--- config.mk ---
export PLATFORM = sky130hd
export DESIGN_NAME = tlt_kw_match
export DESIGN_NICKNAME = d
export VERILOG_FILES = /design/src/rtl/core/tlt_pkg.sv /design/src/rtl/core/tlt_kw_match.sv
export SDC_FILE = /design/constraint.sdc
export NUM_CORES = 1
export LEC_CHECK = 0
export BUFFER_PORTS_ARGS = -buffer_cell sky130_fd_sc_hd__buf_2
export CAP_MARGIN = 0
export CORE_MARGIN = 2
export CORE_UTILIZATION = 44
export DETAILED_ROUTE_END_ITERATION = 10
export PLACE_DENSITY = 0.85
export SLEW_MARGIN = 20
export SYNTH_ARGS = -nofsm -noshare
export SYNTH_HDL_FRONTEND = slang
export SYNTH_SLANG_ARGS = --single-unit
--- constraint.sdc ---
create_clock -name vclk -period 3.2
set_input_delay 0.64 -clock vclk [all_inputs]
set_output_delay 0.64 -clock vclk [all_outputs]
set_load 0.05 [all_outputs]
--- src/rtl/core/tlt_pkg.sv ---
// Package for the template-language tokenizer: token kinds, scan modes,
// character classes and the keyword table. No dependencies.
`default_nettype none
package tlt_pkg;

	localparam int LINE_BITS_DEF   = 20;
	localparam int COLUMN_BITS_DEF = 16;
	localparam int OUT_LINE_W      = 20;
	localparam int OUT_COL_W       = 16;

	localparam logic [5:0] K_IDENT   = 6'd22;
	localparam logic [5:0] K_INT     = 6'd23;
	localparam logic [5:0] K_STRING  = 6'd24;
	localparam logic [5:0] K_NEWLINE = 6'd25;
	localparam logic [5:0] K_END     = 6'd26;
	localparam logic [5:0] K_ERROR   = 6'd27;
	localparam logic [5:0] K_PLUS    = 6'd28;
	localparam logic [5:0] K_EQEQ    = 6'd37;
	localparam logic [5:0] K_ASSIGN  = 6'd38;
	localparam logic [5:0] K_NOTEQ   = 6'd39;
	localparam logic [5:0] K_GE      = 6'd40;
	localparam logic [5:0] K_GT      = 6'd41;
	localparam logic [5:0] K_LE      = 6'd42;
	localparam logic [5:0] K_LT      = 6'd43;

	localparam logic [1:0] E_NONE     = 2'd0;
	localparam logic [1:0] E_UNTERM   = 2'd1;
	localparam logic [1:0] E_BAD_CHAR = 2'd2;

	localparam logic [7:0] CH_NL    = 8'h0A;
	localparam logic [7:0] CH_TAB   = 8'h09;
	localparam logic [7:0] CH_SPACE = 8'h20;
	localparam logic [7:0] CH_BSL   = 8'h5C;
	localparam logic [7:0] CH_HASH  = 8'h23;
	localparam logic [7:0] CH_QUOTE = 8'h22;
	localparam logic [7:0] CH_EQ    = 8'h3D;
	localparam logic [7:0] CH_BANG  = 8'h21;
	localparam logic [7:0] CH_GT    = 8'h3E;
	localparam logic [7:0] CH_LT    = 8'h3C;
	localparam logic [7:0] CH_UND   = 8'h5F;

	typedef enum logic [6:0] {
		M_START    = 7'b0000001,
		M_WORD     = 7'b0000010,
		M_NUMBER   = 7'b0000100,
		M_STRING   = 7'b0001000,
		M_COMMENT  = 7'b0010000,
		M_OPERATOR = 7'b0100000,
		M_CONTINUE = 7'b1000000
	} scan_mode_t;

	typedef struct packed {
		logic            is_token;
		logic [5:0]      token_kind;
		logic [7:0]      text_char;
		logic [1:0]      error_code;
	} rec_t;

	typedef logic [63:0] word_t;

	function automatic logic is_alpha(input logic [7:0] c);
		return (c >= 8'h61 && c <= 8'h7A) || (c >= 8'h41 && c <= 8'h5A) || c == CH_UND;
	endfunction

	function automatic logic is_digit(input logic [7:0] c);
		return c >= 8'h30 && c <= 8'h39;
	endfunction

	// single-character operators: + - * / ( ) { } .
	function automatic logic [4:0] single_op(input logic [7:0] c);
		logic [4:0] r;
		r = 5'h1F;
		case (c)
			8'h2B: r = 5'd0;
			8'h2D: r = 5'd1;
			8'h2A: r = 5'd2;
			8'h2F: r = 5'd3;
			8'h28: r = 5'd4;
			8'h29: r = 5'd5;
			8'h7B: r = 5'd6;
			8'h7D: r = 5'd7;
			8'h2E: r = 5'd8;
			default: r = 5'h1F;
		endcase
		return r;
	endfunction

	// keyword text, first char in the low byte, zero padded
	function automatic word_t kw_text(input int i);
		word_t w;
		case (i)
			0:  w = 64'h00000000006B7361; // ask
			1:  w = 64'h000000000074656C; // let
			2:  w = 64'h000000726964_6B6D; // mkdir
			3:  w = 64'h00000000656C6966; // file
			4:  w = 64'h000000006D6F7266; // from
			5:  w = 64'h00746E65746E6F63; // content
			6:  w = 64'h000000006E656877; // when
			7:  w = 64'h0000746165706572; // repeat
			8:  w = 64'h0000000000646E65; // end
			9:  w = 64'h6465726975716572; // required
			10: w = 64'h6D69746162726576; // verbatim
			11: w = 64'h0000646E65707061; // append
			12: w = 64'h0000000065646F6D; // mode
			13: w = 64'h0000000000007361; // as
			14: w = 64'h0000000000646E61; // and
			15: w = 64'h000000000000726F; // or
			16: w = 64'h0000000000746F6E; // not
			17: w = 64'h0000676E69727473; // string
			18: w = 64'h000000006C6F6F62; // bool
			19: w = 64'h0000000000746E69; // int
			20: w = 64'h0000000065757274; // true
			default: w = 64'h00000065736C6166; // false
		endcase
		return w;
	endfunction

	function automatic logic [3:0] kw_len(input int i);
		logic [3:0] l;
		case (i)
			0, 1, 8, 14, 16, 19: l = 4'd3;
			13, 15:              l = 4'd2;
			2, 21:               l = 4'd5;
			5:                   l = 4'd7;
			7, 11, 17:           l = 4'd6;
			9, 10:               l = 4'd8;
			default:             l = 4'd4;
		endcase
		return l;
	endfunction

endpackage
`default_nettype wire

--- src/rtl/core/tlt_kw_match.sv ---
// Parallel keyword compare of the buffered word against the 22 keywords.
// Depends on tlt_pkg.
`default_nettype none
module tlt_kw_match import tlt_pkg::*; (
	input  wire word_t      word,
	input  wire logic [3:0] len,
	output logic [5:0]      kind
);
	// mask bytes beyond the length, compare with the zero-padded table
	always_comb begin
		word_t m;
		m = '0;
		for (int b = 0; b < 8; b++)
			if (4'(b) < len) m[b*8 +: 8] = word[b*8 +: 8];
		kind = K_IDENT;
		for (int i = 21; i >= 0; i--)
			if (len == kw_len(i) && m == kw_text(i)) kind = 6'(i);
	end
endmodule
`default_nettype wire

* Word-level counts from Yosys, hierarchy flattened *
Index checks and enable logic that the tools add are counted.

storage, ports and cells
  register bits after elaboration = 0
  input port bits = 68
  logic and storage cells = 89

operators by class
  $lt $le $gt $ge = 8
  eq/ne operators = 29
  mux-type cells = 30
  reduce and logical (&&, ||, !) cells = 22

operator list
  operator              number
  $eq 64x23->1 const B  6
  $eq 64x31->1 const B  6
  $eq 64x47->1 const B  3
  $eq 64x15->1 const B  2
  $eq 64x39->1 const B  2
  $eq 64x63->1 const B  2
  $mux 6                21
  $eq 64x55->1 const B  1
  $mux 8                8
  $logic_and 1x1->1     22
  $eq 4x3->1 const B    4
  $lt 3x4->1 const A    4
  $eq 4x2->1 const B    2
  $lt 1x4->1 const A    2
  $lt 2x4->1 const A    2
  $eq 4x4->1 const B    1
  $mux 2                1

* Logic depth before layout (Yosys ltp) *
Gate-level depths: netlist (run 1).

  depth after elaboration = 26
  gate-level depth with buffers = 8
  gate-level depth less buffers = 6

* Worst setup path after synthesis (run 1) *
No wires, ideal clock.

  kind = in2out
  start = input len[1]
  end = output kind[1]
  arrival time = 4.356 ns
  required time = 2.560 ns
  path slack = -1.796 ns
  cell stages on the path = 6
  buffers on the path = 1
  cell sequence = buf_2 nor4_1 or3_1 nor4_1 a41o_1 a2111oi_0

on the way
  longest elaborated chain between the ends = 26
  elaborated cells between the ends (all ways) = 89
  classes of those cells = order compare: 8; eq/ne: 29; mux: 30; reduce/logical: 22

RTL lines
  item                                      RTL line            RTL
  start, declared                           tlt_kw_match.sv:6   input wire logic [3:0] len,
  $lt 1x4->1, or another cell as far along  tlt_kw_match.sv:14  if (4'(b) < len) m[b*8 +: 8] = word[b*8 +: 8];
  $mux 8                                    tlt_kw_match.sv:14
  $eq 64x39->1                              tlt_kw_match.sv:17  if (len == kw_len(i) && m == kw_text(i)) kind = 6'(i);
  $logic_and 1x1->1                         tlt_kw_match.sv:17
  $mux 2                                    tlt_kw_match.sv:17
  $mux 6 (20 in a row)                      tlt_kw_match.sv:17
  $mux 6 (*)                                tlt_kw_match.sv:17
  end, declared                             tlt_kw_match.sv:7   output logic [5:0] kind

Mark *: on every way between the ends. The rest lies on a longest branch, timed or not.

* Final worst setup path (run 1) *
  start = input word[1]
  end = output kind[1]

on the way
  longest elaborated chain between the ends = 25
  elaborated cells between the ends (all ways) = 67
  classes of those cells = eq/ne: 22; mux: 23; reduce/logical: 22

RTL lines
  item                  RTL line            RTL
  start, declared       tlt_kw_match.sv:5   input wire word_t word,
  $mux 8 (*)            tlt_kw_match.sv:14
  $eq 64x39->1          tlt_kw_match.sv:17
  $logic_and 1x1->1     tlt_kw_match.sv:17
  $mux 2                tlt_kw_match.sv:17
  $mux 6 (20 in a row)  tlt_kw_match.sv:17
  $mux 6 (*)            tlt_kw_match.sv:17

Marked as above.

==> flow_summary.toml, run 1 <==
[worst_setup_path]
crit_type = "in2out"
cp-end-kind = "primary output"
crit_chain = "buf_2 > nor4bb_1 > nand4_1 > nor4_1 > a32oi_2 > o211ai_1 > buf_4 > a2111oi_4 > buf_6"
cp_slowest_cell = "nor4_1"
cp.required_ns = 2.56
arrival_ns = 2.80
max_stage_delay_ns = 0.57
path_max_fanout = 6
startpoint_type = "primary input"

[layout]
fill_cells = 147
clockBufferCount = 0
drive_gt1_share_pct = 54.62
final_cell_mix = "80 x buf_4, 62 x buf_2, 23 x nand4_1"
final_common_cell = "buf_4"
finalNetCount = 438
final_cells = 412
fin_area_mm2 = 0.002771
seq_cells = 0
ff_latch_area_um2 = 0
multi_input_comb_area_mm2 = 0.001647
area_growth_pct = 96.89
diodes = 0

[synth]
syn_nets = 291
synth_area_leaders = "nand4_1 10%, nor4_1 8.4%, nand4b_1 6.2%"
synth_area_mm2 = 0.001408
netlist.area_leader.share_pct = 10.22
yosysUniqueCellTypes = 47
synth-warning-count = 0
netlist_instances = 223
yosysTopAreaCell = "nand4_1"
synth_area_per_cell_um2 = 6.312
synth_seq_area_share_pct = 0

[global_routing]
grt_overflow = 0
grt_pass1_wl_um = 12410
grt_max_degree = 12
antenna_found_initial = 0
grt_pass1_vias = 2678
grt_util_all_layers_pct = 44.86

[route]
wl_per_cell_um = 22.50
vias = 3008
routed_wl_um = 9272
drc = 0
first_pass_iters = 5
ant_nets = 0
drt_iter0_markers = 428
viasPerCell = 7.301

[power]
power_density_mw_per_mm2 = 89.70
power_uw = 248.6
power.leakage_nw = 1.193
peakVddDrop_mv = 0.09974

[hold_path]
holdPathStages = 6
hp-class = "in2out"
worstHoldStart = "word[35]"
min_to = "kind[2]"

[sta]
rsz0062_at_grt = "yes"
hold_viol = 0
setup_viol = 5
fmax_ghz = 0.2903
layout_setup_ws_ns = -0.2442
drv_slew = 0
min_period_over_period_pct = 107.6
relSlewSlack_pct = 61.82
finalCriticalPeriod_ns = 3.444
worstMarginPinSlew_ns = 0.5649

[job]
max-cap-violations = 0

[place]
dp_cells = 408
port_buffers = 73
gp_congestion = 1.029
post_dp_cell_area_mm2 = 0.002452
place_hpwl_um = 6239

[outcome]
violations = "negative setup slack"
status = "finished, violations left"

[floorplanning]
coreArea_mm2 = 0.003053
io_pins = 74
start_util_pct = 46.11
die_area_mm2 = 0.003668
fp.dieW_um = 60.56
die_y_um = 60.56
rows = 20
==> critical path: cells and delay by family <==
family / cells / cell delay [ns]
and+or+nand+nor: 3 / 1.31
buffers and inverters: 3 / 0.50
AOI/OAI and AO/OA: 3 / 0.35
==> worst max path at each step <==
stage,from,endpoint,depth (start not counted)
after floorplan,len[3],kind[0],7
after global placement,word[15],kind[2],8
after detailed placement,word[15],kind[1],8
after CTS,len[3],kind[0],9
after global routing,len[3],kind[0],9
final,word[1],kind[1],9
==> what timing repair did <==
item                                   CTS  global route
resized for setup                       41            19
endpoints found under the hold margin    0             0
hold buffers                             0             0
setup buffers                            3             2
pin swaps                               19            12
setup endpoints to repair                5             5
==> cells in the mapped netlist, types with 5 or more instances <==
| cell | number |
|---|---|
| nand4_1 | 23 |
| and2_1 | 5 |
| nor2_1 | 16 |
| nor4b_1 | 5 |
| o21ai_0 | 5 |
| or4_1 | 8 |
| nor4_1 | 19 |
| inv_1 | 5 |
| nand4b_1 | 10 |
| nand3_1 | 10 |
| nand2_1 | 21 |
| nor4bb_1 | 7 |
| nor2b_1 | 10 |
| nor3_1 | 15 |
==> cell families after synthesis <==
family	count (synthesis)	synth area share (%)
and+or+nand+nor	182	81.15
AOI/OAI and AO/OA	27	14.22
buffers and inverters	13	4.356
other	1	0.2664
==> cell type report <==
class                           count  share of cell area (%)
Tap cell                           44                   1.986
Multi-Input combinational cell    210                   59.41
Timing Repair Buffer              153                   37.92
Inverter                            5                  0.6772
==> layer usage <==
metal	vias up	wire length [um]	part of all wire, %	GRT usage, %
li1	1208	-	-	-
met1	1311	3018	33	50.89
met2	374	4088	44	79.11
met5	-	0	0	0
met3	115	1337	14	9.808
met4	0	828	8.9	21.74
==> through the flow <==
| stage | utilization (%) | hold slack (ns) | setup TNS (ns) | setup slack, ns |
|---|---|---|---|---|
| floorplan | - | 1.675 | -0.06201 | -0.03549 |
| global placement | 80.33 | 2.053 | -0.9465 | -0.2174 |
| detailed placement | 80.33 | 2.055 | -1.232 | -0.3000 |
| CTS | 86.64 | 2.031 | -0.04436 | -0.03971 |
| global route | 90.78 | 2.130 | -1.097 | -0.2507 |
| finish | 90.78 | 2.094 | -0.9526 | -0.2442 |
==> power breakdown <==
part | internal (mW) | switching, mW | leakage (nW) | total [mW]
combinational | 0.117 | 0.132 | 1.19 | 0.249
sequential | 0 | 0 | 0 | 0
clock | 0 | 0 | 0 | 0
total | 0.117 | 0.132 | 1.19 | 0.249
Note: power is estimated with default switching activity, not from simulation.
==> inputs of run 2 (changes only) <==
- CORE_UTILIZATION: 44 -> 48
- PLACE_DENSITY: 0.85 -> 0.87
- clock period: 3.2 -> 3.4 ns (I/O delays scaled with it)
==> flow_summary.toml, run 2 (synthesized netlist as in run 1, its figures left out) <==
[outcome]
status = "finished, violations left"
violations = "negative setup slack"

[floorplanning]
start_util_pct = 50.61
die_y_um = 58.15
rows = 19
die_area_mm2 = 0.003381
coreArea_mm2 = 0.002781
fp.dieW_um = 58.15
io_pins = 74

[worst_setup_path]
cp_slowest_cell = "or4_4"
cp.required_ns = 2.72
endpoint = "kind[2]"
path_max_fanout = 5
path_common_cell = "buf_6"
cp-startpoint = "len[2]"
max_stage_delay_ns = 0.46
crit_chain = "buf_6 > buf_4 > or4_4 > nand4_1 > nor3_1 > a21oi_1 > o211ai_1 > nor4_4 > buf_6"
startpoint_type = "primary input"
arrival_ns = 2.73
cp-end-kind = "primary output"
crit_type = "in2out"

[route]
drt_iter0_markers = 440
drc = 0
vias = 2912
ant_nets = 0
first_pass_iters = 8
wl_per_cell_um = 22.16
viasPerCell = 7.564
routed_wl_um = 8530

[global_routing]
grt_pass1_wl_um = 11220
grt_max_degree = 14
grt_overflow = 0
grt_util_all_layers_pct = 42.49
antenna_found_initial = 0
grt_pass1_vias = 2369

[place]
preCtsSetupSlack_ns = -0.2098
gp_congestion = 1.061
port_buffers = 73
place_hpwl_um = 5969

[power]
power_density_mw_per_mm2 = 84.95
power.leakage_nw = 1.096
peakVddDrop_mv = 0.1140

[hold_path]
hp-class = "in2out"

[layout]
clockBufferCount = 0
finalNetCount = 424
ff_latch_area_um2 = 0
area_growth_pct = 81.87
final_cell_mix = "65 x buf_4, 64 x buf_2, 23 x nand4_1"
utilization_pct = 92.04
fill_cells = 121
final_common_cell = "buf_4"
seq_cells = 0
drive_gt1_share_pct = 49.72
diodes = 0

[sta]
fmax_ghz = 0.2937
rsz0062_at_grt = "yes"
drv_slew = 0
worstMarginPinSlew_ns = 0.5201
layout_setup_ws_ns = -0.005003
min_period_over_period_pct = 100.1
finalCriticalPeriod_ns = 3.405
relSlewSlack_pct = 65.06
setup_viol = 1
hold_viol = 0

[job]
max-cap-violations = 0

[clocking]
cts_hold_buf = 0
run 2: layer usage:
layer  wire [um]  vias up  track usage, %
li1            -     1183               -
met1        2833     1247           55.27
met2        3537      359           71.75
met3        1302      123           4.464
met4         857        0           16.28
met5           0        -               0
run 2: worst min path at each step:
stage,depth (start not counted),from,slack [ns],end
floorplan,4,word[3],1.77,kind[4]
CTS,6,word[0],2.05,kind[0]
global placement,6,word[0],2.08,kind[0]
finish,6,word[0],2.07,kind[0]
detailed placement,6,word[0],2.07,kind[0]
global route,6,word[0],2.15,kind[0]
run 2: worst max-delay path, delay by kind of cell:
family                 cells  cell delay (ns)
and+or+nand+nor            4             1.09
AOI/OAI and AO/OA          2             0.50
buffers and inverters      3             0.44
run 2: metrics by stage:
step	power (mW)	hold WS (ns)	setup TNS (ns)	area [um^2]	std cells
after detailed placement	0.1830	2.072	-0.7627	2327	382
after floorplan	0.06760	1.773	0	1474	223
after global placement	0.1787	2.079	-0.5289	2327	382
after CTS	0.1872	2.052	0	2409	382
after global routing	0.2229	2.147	-0.1463	2560	385
final	0.2175	2.068	-0.005003	2560	385
run 2: cell type report:
cell class                 count  area (um^2)  area share, %
timing repair buffer         139        942.2          36.80
inverter                       5        18.77         0.7331
multi-input combinational    210         1560          60.95
tap                           31        38.79          1.515
run 2: where the power goes:
group	internal [mW]	leakage (nW)	switching [mW]
Sequential	0	0	0
Combinational	0.100	1.10	0.117
Clock	0	0	0
run 2: what timing repair did:
item,in CTS,in global routing
hold endpoints to repair,0,0
setup buffers,0,3
resized for setup,21,26
setup endpoints to repair,5,5
pin swaps,3,11
